<file path="config.mk">
export PLATFORM = sky130hd
export DESIGN_NAME = text_escape_codec_top
export DESIGN_NICKNAME = d
export VERILOG_FILES = /design/src/rtl/core/tec_pkg.sv /design/src/rtl/core/tec_front.sv /design/src/rtl/core/tec_cmd_fifo.sv /design/src/rtl/core/tec_back.sv /design/src/rtl/core/text_escape_codec_top.sv
export SDC_FILE = /design/constraint.sdc
export NUM_CORES = 1
export LEC_CHECK = 0
export BUFFER_PORTS_ARGS = -buffer_cell sky130_fd_sc_hd__buf_4
export CELL_PAD_IN_SITES_DETAIL_PLACEMENT = 0
export CELL_PAD_IN_SITES_GLOBAL_PLACEMENT = 1
export CORE_MARGIN = 2
export CORE_UTILIZATION = 49
export CTS_CLUSTER_DIAMETER = 200
export DETAILED_ROUTE_END_ITERATION = 8
export MAX_ROUTING_LAYER = met4
export PLACE_DENSITY_LB_ADDON = 0.1
export SKIP_LAST_GASP = 1
export SYNTH_ARGS = -nofsm -noshare
export SYNTH_HDL_FRONTEND = slang
export SYNTH_SLANG_ARGS = --single-unit
</file>
<file path="constraint.sdc">
create_clock -name clk -period 12.6 [get_ports clk]
set_input_delay 3.15 -clock clk [delete_from_list [all_inputs] [get_ports clk]]
set_output_delay 3.15 -clock clk [all_outputs]
set_load 0.01 [all_outputs]
</file>
<file path="src/rtl/core/tec_pkg.sv">
// ----------------------------------------------------------------------------
// tec_pkg
// Shared types, codes and the fixed escape token table of the text escape
// codec.
// ----------------------------------------------------------------------------
package tec_pkg;

  // direction register codes; any other value behaves as pass through
  localparam logic [1:0] DIR_ENCODE = 2'd0;
  localparam logic [1:0] DIR_DECODE = 2'd1;
  localparam logic [1:0] DIR_PASS   = 2'd2;

  // configuration register indexes
  localparam int unsigned REG_DIRECTION = 0;

  // configuration port geometry
  localparam int unsigned CFG_AW = 3;
  localparam int unsigned CFG_DW = 32;

  // command queue depth between front and back
  localparam int unsigned CMD_DEPTH_DEF = 2;

  // maximum bytes one input item expands to
  localparam int unsigned MAX_OUT = 4;
  // maximum held token prefix bytes
  localparam int unsigned MAX_HELD = 3;

  localparam int unsigned NUM_TOK = 9;
  localparam logic [7:0]  HASH    = 8'h23;

  // token text, first byte first; three byte tokens pad with zero
  localparam logic [7:0] TOK_TEXT [NUM_TOK][4] = '{
    '{8'h23, 8'h61, 8'h6d, 8'h70},  // #amp
    '{8'h23, 8'h65, 8'h71, 8'h00},  // #eq
    '{8'h23, 8'h6b, 8'h72, 8'h74},  // #krt
    '{8'h23, 8'h6b, 8'h6c, 8'h74},  // #klt
    '{8'h23, 8'h74, 8'h62, 8'h00},  // #tb
    '{8'h23, 8'h73, 8'h70, 8'h00},  // #sp
    '{8'h23, 8'h73, 8'h6b, 8'h00},  // #sk
    '{8'h23, 8'h72, 8'h74, 8'h00},  // #rt
    '{8'h23, 8'h6c, 8'h74, 8'h00}   // #lt
  };

  localparam logic [2:0] TOK_LEN [NUM_TOK] = '{
    3'd4, 3'd3, 3'd4, 3'd4, 3'd3, 3'd3, 3'd3, 3'd3, 3'd3
  };

  // plain character for each token: # = > < TAB space ; ] [
  localparam logic [7:0] TOK_PLAIN [NUM_TOK] = '{
    8'h23, 8'h3d, 8'h3e, 8'h3c, 8'h09, 8'h20, 8'h3b, 8'h5d, 8'h5b
  };

  // one converted request: up to four bytes sent in order, slot 0 first
  typedef struct packed {
    logic [MAX_OUT-1:0][7:0] bytes;
    logic [2:0]              nbytes;  // 1..4
    logic                    last;    // final byte ends the string
  } cmd_t;

endpackage

</file>
<file path="src/rtl/core/tec_front.sv">
// ----------------------------------------------------------------------------
// tec_front
// Accepts input bytes, classifies them against the token table and turns
// each into a command of up to four output bytes. Holds the decode prefix.
// ----------------------------------------------------------------------------
module tec_front
  import tec_pkg::*;
(
  input  logic       clk,
  input  logic       rst_n,
  input  logic [1:0] dir,
  input  logic       cfg_clr,
  input  logic       push,
  input  logic [7:0] in_byte,
  input  logic       in_last,
  input  logic       q_full,
  output logic       cmd_wr,
  output cmd_t       cmd
);

  logic [7:0] pend_r [MAX_HELD];
  logic [1:0] cnt_r;
  logic [1:0] cnt_nxt;
  logic       acc;

  // decode match signals
  logic [2:0]     len;
  logic [7:0]     cand [MAX_OUT];
  logic           full_hit;
  logic           pre_hit;
  logic [7:0]     full_plain;
  logic           enc_hit;
  logic [MAX_OUT-1:0][7:0] enc_bytes;
  logic [2:0]     enc_len;
  logic           emit_b;

  assign acc = push && !q_full;
  assign len = {1'b0, cnt_r} + 3'd1;

  // candidate string: held bytes followed by the new byte
  always_comb begin
    for (int i = 0; i < MAX_OUT; i++) begin
      cand[i] = (i < int'(cnt_r)) ? pend_r[i[1:0] % 2'd3] : in_byte;
    end
  end

  // compare the candidate against every token
  always_comb begin
    logic m;
    full_hit   = 1'b0;
    pre_hit    = 1'b0;
    full_plain = 8'h00;
    for (int t = 0; t < NUM_TOK; t++) begin
      m = 1'b1;
      for (int k = 0; k < MAX_OUT; k++) begin
        if ((k < int'(len)) && (TOK_TEXT[t][k] != cand[k])) begin
          m = 1'b0;
        end
      end
      if (m && (TOK_LEN[t] == len)) begin
        full_hit   = 1'b1;
        full_plain = TOK_PLAIN[t];
      end
      if (m && (TOK_LEN[t] > len)) begin
        pre_hit = 1'b1;
      end
    end
  end

  // encode lookup on the plain character
  always_comb begin
    enc_hit   = 1'b0;
    enc_bytes = {MAX_OUT{8'h00}};
    enc_len   = 3'd1;
    enc_bytes[0] = in_byte;
    for (int t = 0; t < NUM_TOK; t++) begin
      if (TOK_PLAIN[t] == in_byte) begin
        enc_hit = 1'b1;
        enc_len = TOK_LEN[t];
        for (int k = 0; k < MAX_OUT; k++) begin
          enc_bytes[k] = TOK_TEXT[t][k];
        end
      end
    end
  end

  // new byte goes out now: on a held prefix only at end of string,
  // on a failed match unless it starts a new prefix
  assign emit_b = pre_hit ? in_last : ((in_byte != HASH) || in_last);

  // build the command and the next held count
  always_comb begin
    cmd.bytes  = {MAX_OUT{8'h00}};
    cmd.nbytes = 3'd1;
    cmd.last   = in_last;
    cnt_nxt    = cnt_r;
    unique case (dir)
      DIR_ENCODE: begin
        cmd.bytes  = enc_bytes;
        cmd.nbytes = enc_hit ? enc_len : 3'd1;
      end
      DIR_DECODE: begin
        if (full_hit) begin
          cmd.bytes[0] = full_plain;
          cmd.nbytes   = 3'd1;
        end else begin
          for (int i = 0; i < MAX_OUT; i++) begin
            cmd.bytes[i] = cand[i];
          end
          // a growing prefix sends nothing until the string ends
          cmd.nbytes = (pre_hit && !in_last) ? 3'd0 :
                       ({1'b0, cnt_r} + {2'b00, emit_b});
        end
        if (in_last || full_hit) begin
          cnt_nxt = 2'd0;
        end else if (pre_hit) begin
          cnt_nxt = len[1:0];
        end else if (in_byte == HASH) begin
          cnt_nxt = 2'd1;
        end else begin
          cnt_nxt = 2'd0;
        end
      end
      default: begin
        cmd.bytes[0] = in_byte;
        cmd.nbytes   = 3'd1;
      end
    endcase
  end

  // requests that produce nothing are not queued
  assign cmd_wr = acc && (cmd.nbytes != 3'd0);

  // held count
  always_ff @(posedge clk) begin
    if (!rst_n || cfg_clr) begin
      cnt_r <= 2'd0;
    end else if (acc) begin
      cnt_r <= cnt_nxt;
    end
  end

  // held bytes, no reset needed
  always_ff @(posedge clk) begin
    if (acc && (dir == DIR_DECODE) && !in_last && !full_hit) begin
      if (pre_hit) begin
        unique case (cnt_r)
          2'd0:    pend_r[0] <= in_byte;
          2'd1:    pend_r[1] <= in_byte;
          default: pend_r[2] <= in_byte;
        endcase
      end else if (in_byte == HASH) begin
        pend_r[0] <= in_byte;
      end
    end
  end

endmodule

</file>
<file path="src/rtl/core/tec_cmd_fifo.sv">
// ----------------------------------------------------------------------------
// tec_cmd_fifo
// Short command queue that decouples the classifying front from the
// byte serializing back.
// ----------------------------------------------------------------------------
module tec_cmd_fifo
  import tec_pkg::*;
#(
  parameter int unsigned DEPTH = CMD_DEPTH_DEF
)
(
  input  logic clk,
  input  logic rst_n,
  input  logic wr_en,
  input  cmd_t wr_data,
  output logic full,
  input  logic rd_en,
  output cmd_t rd_data,
  output logic valid
);

  localparam int unsigned PW = (DEPTH > 1) ? $clog2(DEPTH) : 1;
  localparam int unsigned CW = $clog2(DEPTH + 1);

  cmd_t          mem_r [DEPTH];
  logic [PW-1:0] wp_r;
  logic [PW-1:0] rp_r;
  logic [CW-1:0] cnt_r;
  logic          do_wr;
  logic          do_rd;

  assign full    = (cnt_r == CW'(DEPTH));
  assign valid   = (cnt_r != '0);
  assign do_wr   = wr_en && !full;
  assign do_rd   = rd_en && valid;
  assign rd_data = mem_r[rp_r];

  // pointers and fill count
  always_ff @(posedge clk) begin
    if (!rst_n) begin
      wp_r  <= '0;
      rp_r  <= '0;
      cnt_r <= '0;
    end else begin
      if (do_wr) begin
        wp_r <= (wp_r == PW'(DEPTH - 1)) ? '0 : wp_r + 1'b1;
      end
      if (do_rd) begin
        rp_r <= (rp_r == PW'(DEPTH - 1)) ? '0 : rp_r + 1'b1;
      end
      if (do_wr && !do_rd) begin
        cnt_r <= cnt_r + 1'b1;
      end else if (do_rd && !do_wr) begin
        cnt_r <= cnt_r - 1'b1;
      end
    end
  end

  // storage
  always_ff @(posedge clk) begin
    if (do_wr) begin
      mem_r[wp_r] <= wr_data;
    end
  end

endmodule

</file>
<file path="src/rtl/core/tec_back.sv">
// ----------------------------------------------------------------------------
// tec_back
// Takes commands from the queue and sends their bytes one per cycle
// through a registered result stage, unless it holds an unpopped byte.
// ----------------------------------------------------------------------------
module tec_back
  import tec_pkg::*;
(
  input  logic       clk,
  input  logic       rst_n,
  input  logic       q_valid,
  input  cmd_t       q_data,
  output logic       q_rd,
  output logic       empty,
  input  logic       pop,
  output logic [7:0] out_byte,
  output logic       out_last
);

  cmd_t       cur_r;
  logic       cur_vld_r;
  logic [1:0] idx_r;
  logic [7:0] obyte_r;
  logic       olast_r;
  logic       ovld_r;

  logic       out_rdy;
  logic       send;
  logic       fin;

  assign out_rdy = !ovld_r || pop;
  assign send    = cur_vld_r && out_rdy;
  assign fin     = ({1'b0, idx_r} + 3'd1) == cur_r.nbytes;
  assign q_rd    = q_valid && (!cur_vld_r || (send && fin));

  // current command and byte index
  always_ff @(posedge clk) begin
    if (!rst_n) begin
      cur_vld_r <= 1'b0;
      idx_r     <= 2'd0;
    end else if (q_rd) begin
      cur_vld_r <= 1'b1;
      idx_r     <= 2'd0;
    end else if (send) begin
      cur_vld_r <= !fin;
      idx_r     <= idx_r + 2'd1;
    end
  end

  always_ff @(posedge clk) begin
    if (q_rd) begin
      cur_r <= q_data;
    end
  end

  // result register
  always_ff @(posedge clk) begin
    if (!rst_n) begin
      ovld_r <= 1'b0;
    end else if (out_rdy) begin
      ovld_r <= send;
    end
  end

  always_ff @(posedge clk) begin
    if (send) begin
      obyte_r <= cur_r.bytes[idx_r];
      olast_r <= cur_r.last && fin;
    end
  end

  assign empty    = !ovld_r;
  assign out_byte = obyte_r;
  assign out_last = olast_r;

endmodule

</file>
<file path="src/rtl/core/text_escape_codec_top.sv">
// ----------------------------------------------------------------------------
// text_escape_codec_top
// Byte stream escape encoder / decoder with an APB style register port.
// ----------------------------------------------------------------------------
// Each accepted byte yields zero to four result bytes: one in pass mode,
// up to four when encoding a byte to a four byte token, and up to four
// when a failed decode match releases held bytes. Result bytes are sent
// one per clock, while the output is popped, from a registered output
// stage. The front classifies a byte in the cycle it is accepted and
// queues a command; the back serializer's single output byte per cycle is
// what sets the rate. Write the direction register only while idle; a
// write drops any held decode prefix.
// ----------------------------------------------------------------------------
module text_escape_codec_top
  import tec_pkg::*;
#(
  parameter int unsigned CMD_DEPTH = CMD_DEPTH_DEF
)
(
  input  logic              clk,
  input  logic              rst_n,
  // input queue side
  input  logic              push,
  output logic              full,
  input  logic [7:0]        in_byte,
  input  logic              in_last,
  // result queue side
  output logic              empty,
  input  logic              pop,
  output logic [7:0]        out_byte,
  output logic              out_last,
  // register port
  input  logic              psel,
  input  logic              penable,
  input  logic              pwrite,
  input  logic [CFG_AW-1:0] paddr,
  input  logic [CFG_DW-1:0] pwdata,
  output logic [CFG_DW-1:0] prdata,
  output logic              pready
);

  logic [1:0] dir_r;
  logic       cfg_wr;
  logic       cmd_wr;
  cmd_t       cmd_in;
  cmd_t       cmd_out;
  logic       q_full;
  logic       q_valid;
  logic       q_rd;

  // register access
  assign pready = 1'b1;
  assign cfg_wr = psel && penable && pwrite && pready &&
                  (paddr[CFG_AW-1:2] == (CFG_AW-2)'(REG_DIRECTION));

  always_ff @(posedge clk) begin
    if (!rst_n) begin
      dir_r <= DIR_ENCODE;
    end else if (cfg_wr) begin
      dir_r <= pwdata[1:0];
    end
  end

  assign prdata = (paddr[CFG_AW-1:2] == (CFG_AW-2)'(REG_DIRECTION)) ?
                  {{(CFG_DW-2){1'b0}}, dir_r} : '0;

  assign full = q_full;

  // classify and queue
  tec_front u_front (
    .clk     (clk),
    .rst_n   (rst_n),
    .dir     (dir_r),
    .cfg_clr (cfg_wr),
    .push    (push),
    .in_byte (in_byte),
    .in_last (in_last),
    .q_full  (q_full),
    .cmd_wr  (cmd_wr),
    .cmd     (cmd_in)
  );

  tec_cmd_fifo #(
    .DEPTH (CMD_DEPTH)
  ) u_fifo (
    .clk     (clk),
    .rst_n   (rst_n),
    .wr_en   (cmd_wr),
    .wr_data (cmd_in),
    .full    (q_full),
    .rd_en   (q_rd),
    .rd_data (cmd_out),
    .valid   (q_valid)
  );

  // serialize results
  tec_back u_back (
    .clk      (clk),
    .rst_n    (rst_n),
    .q_valid  (q_valid),
    .q_data   (cmd_out),
    .q_rd     (q_rd),
    .empty    (empty),
    .pop      (pop),
    .out_byte (out_byte),
    .out_last (out_last)
  );

endmodule
</file>
Word level (Yosys, flattened, before mapping)
Memories as Yosys holds them, arrays and structs flattened. A register that Yosys moved wholly into a read port is not among the register bits.
Index checks and enable logic that the tools add are counted.
{ "op_classes": {"n_reduce_logical": 80, "addsub": 8, "muxes": 127, "n_eq_ne": 35, "bitwise_logic": 3, "n_lt_le_gt_ge": 10} }
{ "op_table": {"columns": ["op", "n"], "rows": [
  ["31-bit 2-to-1 mux", 9],
  ["7-bit by 8-bit inequality test with 1-bit output (first input constant)", 17],
  ["1-bit 2-to-1 mux", 79],
  ["8-bit 2-to-1 mux", 7],
  ["1-bit logical AND", 54],
  ["6-bit by 8-bit == test with 1-bit output (first input constant)", 6],
  ["24-bit case mux with 2 select lines", 1],
  ["6-bit 2-to-1 mux", 7],
  ["3-bit 2-to-1 mux", 11],
  ["24-bit 2-to-1 mux", 1],
  ["11-bit case mux with 2 select lines", 1],
  ["8-bit binary-select mux with 2-bit select", 1],
  ["7-bit by 8-bit == test with 1-bit output (first input constant)", 2],
  ["8-bit OR reduction", 2],
  ["2-bit 2-to-1 mux", 7],
  ["7-bit 2-to-1 mux", 2],
  ["11-bit 2-to-1 mux", 1],
  ["1-bit zero test", 9],
  ["4-bit by 8-bit == test with 1-bit output (first input constant)", 1],
  ["8-bit by 6-bit == test with 1-bit output (second input constant)", 1],
  ["6-bit by 8-bit inequality test with 1-bit output (first input constant)", 1],
  ["8-bit by 6-bit inequality test with 1-bit output (second input constant)", 1],
  ["8-bit nonzero test", 1],
  ["2-bit by 1-bit adder with 3-bit output (second input constant)", 2],
  ["other kinds (24)", 39]
]} }
{ "word_totals": {"word_cells": 275, "memories": 2, "ram_bits": 96, "reg_bits": 21, "output_inout_bits": 44} }
{ "memory_table": {"columns": ["name", "words", "width", "read_ports", "rd_clocked_by_memory_dff", "write_ports", "line", "text"], "rows": [
  ["u_fifo.mem_r", 2, 36, 1, 1, 1, "tec_cmd_fifo.sv:25", "cmd_t mem_r [DEPTH];"],
  ["u_front.pend_r", 3, 8, 3, 0, 1, "tec_front.sv:21", "logic [7:0] pend_r [MAX_HELD];"]
]} }

Longest topological paths before layout
Gate-level depths: netlist (run 1).
{ "logic_depth": {"depth_word": 30, "mapped_depth": 22, "ltp_nobuf": 18} }

Cells and area by module
Synthesis (run 1) repeated with hierarchy kept, for this count alone.
{ "hier_totals": {"hier_cells": 613, "hier_area_um2": 7950.1} }
{ "by_module_without_submodules": {"columns": ["module", "cells_per_inst", "area_each_um2", "n_inst", "seq_area_each_um2"], "rows": [
  ["tec_front", 347, 2962.8, 1, 760.7],
  ["tec_cmd_fifo", 137, 2831.5, 1, 2262.2],
  ["tec_back", 84, 1808.0, 1, 1431.4],
  ["text_escape_codec_top", 45, 347.8, 1, 40.0]
]} }

Least setup slack after synthesis (run 1)
No wires, ideal clock.
{ "synth_path": {"path_kind": "input -> register", "from": "input port in_byte[7]", "to": "memory u_fifo.mem_r[0][0] (netlist bit) (enable)", "path_buffers": 1, "stages": 13, "slack_ps": 3705, "t_required_ps": 12116, "setup_time_ps": 484, "arrival_ps": 8410, "cell_sequence": "buf_6 -> or4b_4 -> a221o_1 -> nor2b_1 -> nor3_2 -> o41ai_1 -> a21o_1 -> a21o_1 -> ha_1 -> ha_1 -> or3_1 -> nand2_1 -> a211oi_1"} }
{ "synth_between": {"elab_chain_len": 27, "word_cells_on_any_way": 144, "cone_classes": "add/sub (1); eq/ne (28); mux (72); reduce/logical (43)"} }
{ "synth_rtl": {"columns": ["item", "line", "text"], "rows": [
  ["start: declaration", "text_escape_codec_top.sv:25", "input logic [7:0] in_byte,"],
  ["8-bit 2-to-1 mux", "tec_front.sv:43", "cand[i] = (i < int'(cnt_r)) ? pend_r[i[1:0] % 2'd3] : in_byte;"],
  ["6-bit by 8-bit inequality test with 1-bit output", "tec_front.sv:56", "if ((k < int'(len)) && (TOK_TEXT[t][k] != cand[k])) begin"],
  ["1-bit logical AND", "tec_front.sv:56", null],
  ["1-bit 2-to-1 mux (4 in a row)", "tec_front.sv:56", null],
  ["1-bit logical AND", "tec_front.sv:64", "if (m && (TOK_LEN[t] > len)) begin"],
  ["1-bit 2-to-1 mux (9 in a row)", "tec_front.sv:64", null],
  ["1-bit 2-to-1 mux", "tec_front.sv:89", "assign emit_b = pre_hit ? in_last : ((in_byte != HASH) || in_last);"],
  ["2-bit by 1-bit adder with 3-bit output", "tec_front.sv:112", "({1'b0, cnt_r} + {2'b00, emit_b});"],
  ["3-bit 2-to-1 mux", "tec_front.sv:111", "cmd.nbytes = (pre_hit && !in_last) ? 3'd0 :"],
  ["11-bit 2-to-1 mux", "tec_front.sv:103", "if (full_hit) begin"],
  ["11-bit case mux with 2 select lines (*)", "tec_front.sv:97", "unique case (dir)"],
  ["3-bit nonzero test (*)", "tec_front.sv:132", "assign cmd_wr = acc && (cmd.nbytes != 3'd0);"],
  ["1-bit logical AND (*)", "tec_front.sv:132", null],
  ["1-bit logical AND (*)", "tec_cmd_fifo.sv:34", "assign do_wr = wr_en && !full;"],
  ["1-bit 2-to-1 mux (*)", "tec_cmd_fifo.sv:61", "if (do_wr) begin"],
  ["1-bit 2-to-1 mux (implied by the code) (*)", "tec_cmd_fifo.sv:62", "mem_r[wp_r] <= wr_data;"],
  ["end: declaration", "tec_cmd_fifo.sv:25", null]
]} }
Every way passes the cells marked *; elsewhere a longest branch is shown, timed or not.

Worst setup path in the final report (run 1)
{ "layout_path": {"from": "input port in_byte[2]", "to": "register u_fifo.cnt_r[1]"} }
{ "layout_between": {"elab_chain_len": 28, "word_cells_on_any_way": 147, "cone_classes": "add/sub (1); eq/ne (28); mux (71); reduce/logical (47)"} }
{ "layout_rtl": {"columns": ["item", "line", "text"], "rows": [
  ["8-bit 2-to-1 mux", "tec_front.sv:43", null],
  ["6-bit by 8-bit inequality test with 1-bit output", "tec_front.sv:56", null],
  ["1-bit logical AND", "tec_front.sv:56", null],
  ["1-bit 2-to-1 mux (4 in a row)", "tec_front.sv:56", null],
  ["1-bit logical AND", "tec_front.sv:64", null],
  ["1-bit 2-to-1 mux (9 in a row)", "tec_front.sv:64", null],
  ["1-bit 2-to-1 mux", "tec_front.sv:89", null],
  ["2-bit by 1-bit adder with 3-bit output", "tec_front.sv:112", null],
  ["(+2 left out)", null, null],
  ["11-bit case mux with 2 select lines (*)", "tec_front.sv:97", null],
  ["3-bit nonzero test (*)", "tec_front.sv:132", null],
  ["1-bit logical AND (*)", "tec_front.sv:132", null],
  ["1-bit logical AND (*)", "tec_cmd_fifo.sv:34", null],
  ["named net u_fifo.do_wr", "tec_cmd_fifo.sv:29", "logic do_wr;"],
  ["1-bit zero test", "tec_cmd_fifo.sv:53", "end else if (do_rd && !do_wr) begin"],
  ["1-bit logical AND", "tec_cmd_fifo.sv:53", null],
  ["2-bit nonzero test (no line)", null, null],
  ["end signal: assignment", "tec_cmd_fifo.sv:52", "cnt_r <= cnt_r + 1'b1;"],
  ["end signal: assignment", "tec_cmd_fifo.sv:54", "cnt_r <= cnt_r - 1'b1;"],
  ["end: declaration", "tec_cmd_fifo.sv:28", "logic [CW-1:0] cnt_r;"]
]} }
The timed path passes the listed nets; every way through them passes the cells marked *.
A chain may end at the register's enable or synchronous reset.

==> results of run 1 <==
where the power goes:
group	leakage [nW]	internal [mW]	switching, mW	total, mW
clock	0.280	0.276	0.212	0.489
combinational	1.33	0.141	0.177	0.318
sequential	1.42	0.720	0.0421	0.763
stage by stage:
step	power, mW	util (%)	worst slack [ns]	hold slack (ns)
2_1_floorplan	1.00	-	3.71	0.449
3_5_place_dp	1.10	51.8	4.94	0.479
3_3_place_gp	1.09	51.8	5.04	0.463
5_1_grt	1.65	55.3	5.07	0.505
6_report	1.57	55.3	5.26	0.482
4_1_cts	1.59	55.3	5.35	0.486
flip-flops by register name, summed over array words and instances (netlist names):
name              cells
u_back.idx_r          2
u_back.cur_r         36
u_fifo.wp_r           1
u_back.out_byte       8
u_back.ovld_r         1
u_fifo.rp_r           1
dir_r                 2
u_back.cur_vld_r      1
u_front.pend_r       24
u_fifo.mem_r         72
u_front.cnt_r         2
u_fifo.cnt_r          2
u_back.out_last       1
worst reg2reg max path, delay by kind of cell (launching register included):
| kind | cells | cell delay, ns |
|---|---|---|
| adders and majority gates | 4 | 1.49 |
| muxes | 1 | 0.40 |
| AOI/OAI and AO/OA | 6 | 1.66 |
| DFF | 1 | 0.31 |
| and+or+nand+nor | 5 | 1.44 |
| buffers and inverters | 1 | 0.33 |
how the worst min path moves through the flow:
| stage | from | to | depth (start not counted) |
|---|---|---|---|
| 2_1_floorplan | u_back.cur_vld_r$_SDFFE_PN0P_ | u_back.ovld_r$_SDFFE_PN0P_ | 2 |
| 3_3_place_gp | u_back.cur_vld_r$_SDFFE_PN0P_ | u_back.ovld_r$_SDFFE_PN0P_ | 2 |
| 3_5_place_dp | u_back.cur_vld_r$_SDFFE_PN0P_ | u_back.ovld_r$_SDFFE_PN0P_ | 2 |
| 4_1_cts | u_back.cur_vld_r$_SDFFE_PN0P_ | u_back.ovld_r$_SDFFE_PN0P_ | 2 |
| 5_1_grt | u_back.cur_vld_r$_SDFFE_PN0P_ | u_back.ovld_r$_SDFFE_PN0P_ | 2 |
| 6_report | u_back.cur_vld_r$_SDFFE_PN0P_ | u_back.ovld_r$_SDFFE_PN0P_ | 2 |
cells by family (layout without fill, tap and decap cells):
family	after synthesis	in the layout	share of synthesized area, %
AND/OR/NAND/NOR	150	150	11.5
XOR/XNOR	10	10	1.11
other	2	31	0.0948
buffers and inverters	82	88	6.11
adder cells (fa/ha/maj)	10	10	1.58
flip-flops	153	153	56.5
multiplexers	69	69	10.9
AO/OA/AOI/OAI	130	130	12.2
layer usage:
metal  GRT usage [%]  vias up  wire length [µm]
met5               -        -                 0
met4            9.24        0               500
met3            4.59       41               957
met2            34.0      162              8490
met1            28.6     2453              7770
li1                -     2330                 -
cell type report:
class	count	area (µm²)	area share, %
repair buffers	38	285	3.26
multi-input cells	400	3090	35.3
clock inverters	15	140	1.60
well taps	216	270	3.09
inverters	18	67.6	0.772
clock buffers	17	425	4.86
flip-flops and latches	153	4470	51.1
Yosys cell counts (all sizes together) (9+ instances only):
| library cell | instances | area, µm² |
|---|---|---|
| edfxtp | 141 | 4230 |
| buf | 52 | 372 |
| mux2 | 40 | 454 |
| o21ai | 32 | 164 |
| nor2 | 30 | 118 |
| nand2 | 23 | 86.3 |
| mux2i | 21 | 226 |
| a21oi | 19 | 98.9 |
| inv | 18 | 67.6 |
| nor3 | 15 | 85.1 |
| clkbuf | 12 | 45.0 |
| dfxtp | 12 | 240 |
| ha | 10 | 125 |
| nand3 | 10 | 55.1 |
| and2 | 9 | 56.3 |
| or3 | 9 | 56.3 |
==> results.md, run 1 <==
* Commonest non-fill, non-tap cell in the layout: edfxtp_1
* Vias at between 4000 and 5000
* RePlAce Congestion at 0.926
* Syn_area_per_cell at 13.1 µm²
* Detail Placement HPWL at between 10 and 15 mm
* Worst R2R Start: u_front.cnt_r[1]$_SDFFE_PP0P_
* Initial Utilization at around 50%
* Final min period at 7.34 ns
* Synthesized area at approximately 7900 µm²
* Max cap viols at 0
* Remaining antenna violation count at 0
* Clk Latency, worst-skew pair at ~0.43 ns
* Resize count post-CTS at 0
* Die Width at about 130 µm
* FF-to-FF path depth at 17
* Seq/Total Area, Yosys at roughly 57%
* Top cell family by delay on the critical path: compound AO/OA/AOI/OAI gates
* Final-report hold violation count at 0
* Core Region at 15800 µm²
* Main synth FF type: edfxtp_1
* Die ar. at approximately 17000 µm²
* Period utilization at 58.2%
* Critical path launch point type: primary input
* P&R area growth vs syn at 10.6%
* Crit. path cell count at 16
* FF+latch count, synth at approximately 150
* Post-synthesis cell type count at 91
* Placed Area at roughly 8200 µm²
* Setup-failing EPs final at 0
* IO Port Bufs at 31
* Async SR Flop Fraction at 0%
* Post-synth EDFFs at 141
* WP buf/inv at 1
* CP arrival at around 7.7 ns
* Relative slew slack at between 30% and 40%
* Fin area at slightly below 9000 µm²
* Layout fillers at between 1000 and 1500
* DR iter-0 viols at 445
* Worst setup path start: in_byte[2]
* Peak supply drop at 0.000108 V
* Cells after synthesis at approximately 600
* Nets at 689
* CTS tree: done
* Largest net degree at the start of global routing at 38
* Drt first pass iters at 5
* Initial antenna violation count at 0
* Ys Warns at 0
* Reg2reg end: u_fifo.cnt_r[1]$_SDFFE_PN0P_
* Total grt overflow at 0
* Clock buffer depth at 2
* Die Y at roughly 130 µm
* Routed WL per cell at roughly 21 µm
* Final non-filler cell total at roughly 860
* Pwr Density at about 180 nW/µm²
* Crit. End Element: flop
* Critical path, cell by cell: buf_4 -> or3_1 -> a222oi_1 -> a21boi_2 -> o31a_1 -> o41ai_1 -> a21o_1 -> a21o_1 -> ha_1 -> ha_1 -> or3_1 -> nand2_1 -> a21oi_1 -> ha_1 -> or3_1 -> a21boi_0
* GRT Total Usage at 22.0%
* Setup Skew at between 0.01 and 0.015 ns
* Status: complete, no violations
* Clock-pin slew on the worst setup and hold paths at 0.06 ns
* CP Max Fanout at 19
* Vias in the first global route at 4993
* Worst setup path end: u_fifo.cnt_r[1]$_SDFFE_PN0P_
* Worst-margin pin slew at 0.892 ns
* Sum Neg Setup Slack at 0 ns
* Final Max Tran Viols at 0
* CP max stage delay at roughly 0.63 ns
* RSZ-0062 raised after global routing: no
* Placed cells at around 830
* Boundary Pins at 95
* CTS root buffer: clkbuf_16
* Fraction of layout cells with a size suffix above 1 at a little under a quarter
* Hold buffers post-CTS at 0
* H-Tree Depth at 4
* Wirelength, routed at between 15 and 20 mm
* Kind of critical path: in2reg
* CP required at roughly 13 ns
* LEAKAGE at slightly above 3 nW
* Worst Hold Class: reg2reg
* Post-CTS Setup Bufs at 0
* Sink Count at approximately 150
* Most frequent cells in the layout: edfxtp_1, mux2_2, buf_4
* Vias per inst at between 5 and 6
* FF-to-FF setup slack at around 7 ns
* Antenna cells at 0
* Drt drc at 0
* First-pass GRT wire length at 28.2 mm
* Fmax at roughly 140 MHz
* # rows at between 40 and 50
* Crit-path slowest cell: a222oi_1
* Number of buffers created by CTS at 17
Note: power is estimated with default switching activity, not from simulation.
==> run 2, diff against run 1 <==
CORE_UTILIZATION = 43   (was 49)
clock period = 6 ns   (was 12.6 ns; I/O delays follow)
==> run 2 against run 1 <==
Non-clock buffer count increased by 13. Critical path depth unchanged. Sequential share of layout area decreased by 0.89 points. Hold slack improved by 0.0028 ns. Total power increased by 110%. Largest power group unchanged.
==> results.md, run 2 (same netlist as run 1, synthesis figures left out) <==
* Fin area at 8910 µm² (+1.8%)
* Boundary Pins at 95 (unchanged)
* Clock-pin slew on the worst setup and hold paths at 0.06 ns (about the same)
* Setup slack after layout at 0.603 ns (-4.66 ns)
* Top reg by flops: u_fifo.mem_r
* # rows at 49 (+6.5%)
* Clock buffer depth at 2 (unchanged)
* Vias at 5057 (+1.4%)
* Remaining antenna violation count at 0 (unchanged)
* Largest net degree at the start of global routing at 38 (unchanged)
* P&R area growth vs syn at 12.5%
* Kind of critical path: in2reg
* Final min period at about 5.4 ns
* LEAKAGE at 3.10 nW (+2.3%)
* Drt first pass iters at 6 (+1)
* Drt drc at 0 (unchanged)
* Placed cells at 851 (+3.2%)
* Status: complete, no violations
* IO Port Bufs at 31 (unchanged)
* Initial Utilization at 43.9% (-6.1 points)
* Vias in the first global route at 4996 (+0.060%)
* Vias per inst at 5.74 (-1.3%)
* CP required at 6.33 ns (-6.62 ns)
* Peak supply drop at 0.000512 V (+370%)
* Wirelength, routed at 18.6 mm (+4.8%)
* Most frequent cells in the layout: edfxtp_1, buf_4, mux2_2
* CP arrival at 5.73 ns (-1.96 ns)
* Commonest non-fill, non-tap cell in the layout: edfxtp_1
* Final-report hold violation count at 0 (unchanged)
* Max reg flops at 72 (unchanged)
* RePlAce Congestion at 0.970 (+4.8%)
* RSZ-0062 raised after global routing: no
* Detail Placement HPWL at 13.2 mm (+5.9%)
* Routed WL per cell at 21.1 µm (+1.9%)
* Die Y at 140 µm (+6.5%)
* Post-CTS Setup Bufs at 0 (unchanged)
* Crit. End Element: flop
* CTS tree: done
* Resize count post-CTS at 0 (unchanged)
* H-Tree Depth at 4 (unchanged)
* Total power at 3.35 mW (+110%)
* First-pass GRT wire length at 28.5 mm (+1.3%)
* Crit-path slowest cell: a222oi_1
* WP buf/inv at 1 (unchanged)
* FF/Latch Area at 4470 µm² (unchanged)
* Final Max Tran Viols at 0 (unchanged)
* Setup-failing EPs final at 0 (unchanged)
* Critical path launch point type: primary input
* Number of buffers created by CTS at 17 (unchanged)
* Total grt overflow at 0 (unchanged)
* Relative slew slack at 38.6% (-1.4 points)
* Clk Latency, worst-skew pair at 0.42 ns (about the same)
* Fmax at roughly 190 MHz
* Final non-filler cell total at 881 (+2.8%)
* Worst-margin pin slew at 0.912 ns (+0.0204 ns)
* CTS root buffer: clkbuf_16
* Critical path, cell by cell: buf_4 -> or3_1 -> a222oi_1 -> a21boi_2 -> o31a_1 -> o41ai_1 -> a21o_1 -> a21o_1 -> ha_1 -> ha_1 -> or3_1 -> nand2_1 -> a21oi_1 -> ha_1 -> or3_1 -> a21boi_0
* Fraction of layout cells with a size suffix above 1 at 24.4% (+0.99 points)
* GRT Total Usage at 19.8% (-2.2 points)
* Multi-input gate area at 3090 µm² (unchanged)
* Max cap viols at 0 (unchanged)
* CP Max Fanout at 18 (-1)
* Setup Skew at 0.0174 ns (+0.00542 ns)
* Layout fillers at 1629 (+22%)
* Sink Count at 153 (unchanged)
* Nets at 702 (+1.9%)
* Hold buffers post-CTS at 0 (unchanged)
* Core Region at 18000 µm² (+14%)
* Hold_ws at 0.484 ns (+0.00282 ns)
* Period utilization at ~90%
* Antenna cells at 0 (unchanged)
* Worst Hold Class: reg2reg
* Post-Place Setup Slack at 0.210 ns (-4.73 ns)
* Pwr Density at 376 nW/µm² (+110%)
* Die ar. at 19500 µm² (+14%)
* Placed Area at 8330 µm² (+1.7%)
* Initial antenna violation count at 0 (unchanged)
* Die Width at 140 µm (+6.5%)
* DR iter-0 viols at 276 (-38%)
* Largest regs: u_fifo.mem_r x72, u_back.cur_r x36, u_front.pend_r x24
* CP max stage delay at 0.60 ns (-0.03 ns)
* Top cell family by delay on the critical path: compound AO/OA/AOI/OAI gates
[run 2: cell types whose count changed in the layout (fill, tap and decap cells not counted), sizes merged]
cell	change
buf	+13
clkbuf	+2
clkinv	-1
inv	-6
clkinvlp	+1
bufinv	+2
[run 2: path summary, 6_finish.rpt]
path,slack (ns),endpoint,from,depth (start not counted)
min,0.48,u_back.ovld_r$_SDFFE_PN0P_,u_back.cur_vld_r$_SDFFE_PN0P_,2
max reg2reg,0.67,u_fifo.cnt_r[1]$_SDFFE_PN0P_,u_front.cnt_r[0]$_SDFFE_PP0P_,16
max,0.60,u_fifo.cnt_r[1]$_SDFFE_PN0P_,in_byte[3],16
min reg2reg,0.48,u_back.ovld_r$_SDFFE_PN0P_,u_back.cur_vld_r$_SDFFE_PN0P_,2
[run 2: metrics by stage]
| step | utilization, % | TNS, ns |
|---|---|---|
| 3_5_place_dp | 46.2 | 0 |
| 4_1_cts | 49.4 | 0 |
| 2_1_floorplan | - | -1.69 |
| 3_3_place_gp | 46.2 | 0 |
| 5_1_grt | 49.4 | 0 |
| 6_report | 49.4 | 0 |
[run 2: worst min-delay path, stage by stage (launching register included)]
cell,delay [ns]
dfxtp_1,0.32
inv_1,0.05
a21boi_0,0.06
[run 2: power by group]
group          internal, mW  leakage (nW)  total, mW  switching [mW]
Combinational         0.309          1.40      0.688           0.379
Clock                 0.651         0.277       1.06           0.412
Sequential             1.51          1.42       1.60          0.0882
[run 2: layout make-up]
class                           count  area share (%)
Sequential cell                   153            50.2
Multi-Input combinational cell    400            34.7
Clock buffer                       19            4.86
Timing Repair Buffer               51            4.58
Tap cell                          229            3.21
Clock inverter                     11            1.67
Inverter                           18           0.758
[run 2: layer usage]
| layer | vias up | global-route usage [%] | share of wire (%) |
|---|---|---|---|
| li1 | 2344 | - | - |
| met1 | 2541 | 26.2 | 46 |
| met2 | 140 | 30.6 | 48 |
| met3 | 32 | 3.30 | 3.6 |
| met4 | 0 | 8.11 | 2.6 |
| met5 | - | - | 0 |
==> run 3, diff against run 2 <==
CORE_UTILIZATION = 48   (was 43)
clock period = 5.2 ns   (was 6 ns; I/O delays follow)
==> run 3 against run 2 <==
Sequential power increased by 16%. Cell area increased by 2.8%. Global-route usage increased by 2.3 points. Largest cell class unchanged. Count of clock-buffer cells in the layout increased by 1. Sequential share of layout area decreased by 1.4 points. Non-clock buffer count increased by 29. Critical endpoint unchanged. Clock skew decreased by 0.0053 ns. Total power increased by 16%.
==> results.md, run 3 (same netlist as run 1, synthesis figures left out) <==
* Total grt overflow at 0 (unchanged)
* Commonest non-fill, non-tap cell in the layout: edfxtp_1
* Sink Count at 153 (unchanged)
* DR iter-0 viols at 331 (+20%)
* Fmax at approximately 200 MHz
* Total power at 3.88 mW (+16%)
* Fraction of layout cells with a size suffix above 1 at 29.3% (+4.9 points)
* CP max stage delay at 0.44 ns (-0.16 ns)
* Drt drc at 0 (unchanged)
* GRT Total Usage at 22.1% (+2.3 points)
* Nets at 731 (+4.1%)
* Wirelength, routed at 18.4 mm (-1.1%)
* Sw frac at 27.0% (+0.80 points)
* Pwr Density at 424 nW/µm² (+13%)
* Clock buffer depth at 2 (unchanged)
* Vias in the first global route at 4987 (-0.18%)
* Largest net degree at the start of global routing at 37 (-2.6%)
* Setup-failing EPs final at 0 (unchanged)
* Most frequent cells in the layout: edfxtp_1, buf_4, mux2_2
* Pint at 2.83 mW (+15%)
* Post-CTS Setup Bufs at 0 (unchanged)
* Max cap viols at 0 (unchanged)
* Resize count post-CTS at 0 (unchanged)
* Switching pwr at 1.05 mW (+19%)
* RSZ-0062 raised after global routing: no
* Drt first pass iters at 4 (-2)
* Period utilization at between 90% and 100%
* Remaining antenna violation count at 0 (unchanged)
* Antenna cells at 0 (unchanged)
* Largest regs: u_fifo.mem_r x72, u_back.cur_r x36, u_front.pend_r x24
* First-pass GRT wire length at 28.5 mm (about the same)
* Vias at 5098 (+0.81%)
* Core Region at 16000 µm² (-11%)
* Status: complete, no violations
* Worst Hold Class: reg2reg
* Initial antenna violation count at 0 (unchanged)
* Placed Area at 8560 µm² (+2.8%)
* IO Port Bufs at 31 (unchanged)
* Post-Place Setup Slack at -0.0543 ns (-0.264 ns)
* Final Max Tran Viols at 0 (unchanged)
* Critical path launch point type: primary input
* Vias per inst at 5.67 (-1.2%)
* Final min period at 4.91 ns
* CP Max Fanout at 10 (-8)
* CTS root buffer: clkbuf_16
* CTS tree: done
* Boundary Pins at 95 (unchanged)
* # rows at 46 (-6.1%)
* Relative slew slack at 34.6% (-4.1 points)
* RePlAce Congestion at 0.970 (about the same)
* Sequential Power Share at 47.7% (about the same)
* Comb pwr share at 20.6% (about the same)
* Clk Latency, worst-skew pair at 0.42 ns (about the same)
* Hold buffers post-CTS at 0 (unchanged)
* Worst-margin pin slew at 0.973 ns (+0.0604 ns)
* Clock-pin slew on the worst setup and hold paths at 0.07 ns (about the same)
* Die ar. at 17500 µm² (-10%)
* Clock share of power at 31.7% (about the same)
* Final-report hold violation count at 0 (unchanged)
* Crit-path slowest cell: a222oi_1
* Initial Utilization at 49.5% (+5.6 points)
* Util after Layout at 57.3% (+7.8 points)
* Peak supply drop at 0.000255 V (-50%)
* CP arrival at 5.25 ns (-0.48 ns)
* Crit. End Element: flop
* H-Tree Depth at 4 (unchanged)
* Detail Placement HPWL at 13.2 mm (+0.25%)
* Routed WL per cell at 20.4 µm (-3.1%)
* Die Width at 132 µm (-5.2%)
* Kind of critical path: in2reg
* Setup Skew at 0.0121 ns (-0.00532 ns)
* Max reg flops at 72 (unchanged)
* Die Y at 132 µm (-5.2%)
* Critical path, cell by cell: buf_4 -> or3_1 -> a222oi_1 -> a21boi_2 -> o31a_1 -> o41ai_2 -> a21o_1 -> a21o_1 -> ha_1 -> ha_1 -> or3_4 -> nand2_2 -> a21oi_1 -> ha_1 -> xor2_1 -> or3_1 -> a21boi_0
* LEAKAGE at 3.26 nW (+5.0%)
* Setup slack after layout at 0.291 ns (-0.312 ns)
* Top reg by flops: u_fifo.mem_r
* Fin area at 9160 µm² (+2.8%)
* P&R area growth vs syn at 15.7%
* Number of buffers created by CTS at 17 (unchanged)
* Most frequent CP cell: ha_1
* CP required at 5.54 ns (-0.79 ns)
## run 3: changes by cell type in the layout (fill, tap and decap cells not counted), sizes merged
cell      change
buf          +29
inv           +5
bufinv        -2
clkinvlp      -2
clkbuf        +1
## run 3: worst paths after layout
check                                                    from                           end  slack (ns)  depth (start not counted)
worst max register to register  u_front.cnt_r[0]$_SDFFE_PP0P_  u_fifo.cnt_r[1]$_SDFFE_PN0P_        0.29                         17
worst min-delay path            u_back.cur_vld_r$_SDFFE_PN0P_    u_back.ovld_r$_SDFFE_PN0P_        0.47                          2
worst max-delay path                               in_byte[2]  u_fifo.cnt_r[1]$_SDFFE_PN0P_        0.29                         17
worst min register to register  u_back.cur_vld_r$_SDFFE_PN0P_    u_back.ovld_r$_SDFFE_PN0P_        0.47                          2
## run 3: per-layer routing
| layer | GRT usage, % | part of all wire, % | vias up |
|---|---|---|---|
| met5 | - | 0 | - |
| met3 | 3.79 | 3.4 | 25 |
| met2 | 34.9 | 49 | 138 |
| met4 | 7.89 | 1.9 | 0 |
| met1 | 29.0 | 45 | 2521 |
| li1 | - | - | 2414 |
## run 3: metrics by stage
stage	setup TNS (ns)	instances	hold WS, ns
6_report	0	899	0.473
5_1_grt	0	899	0.495
4_1_cts	0	899	0.475
3_5_place_dp	-0.0543	867	0.465
3_3_place_gp	0	867	0.458
2_1_floorplan	0	635	0.449
## run 3: area by class of cell
cell class                 instances  area [µm²]
clock buffer                      20         468
clock inverter                    12         126
fill                            1322        6840
inverter                          18        67.6
multi-input combinational        400        3130
sequential                       153        4470
tap                              216         270
timing repair buffer              80         626
## run 3: power groups by stage
stage | Combinational [mW] | Sequential, mW | Clock (mW)
after floorplan | 0.582 | 1.84 | 0
after global placement | 0.800 | 1.87 | 0
after detailed placement | 0.811 | 1.88 | 0
after CTS | 0.815 | 1.86 | 1.25
after global routing | 0.878 | 1.88 | 1.30
final | 0.801 | 1.85 | 1.23
## run 3: worst max-delay path, delay by kind of cell
family / cells / cell delay [ns]
AO/OA/AOI/OAI: 8 / 1.75
XOR/XNOR: 1 / 0.14
adder cells (fa/ha/maj): 3 / 0.72
buffers and inverters: 1 / 0.15
AND/OR/NAND/NOR: 4 / 1.17
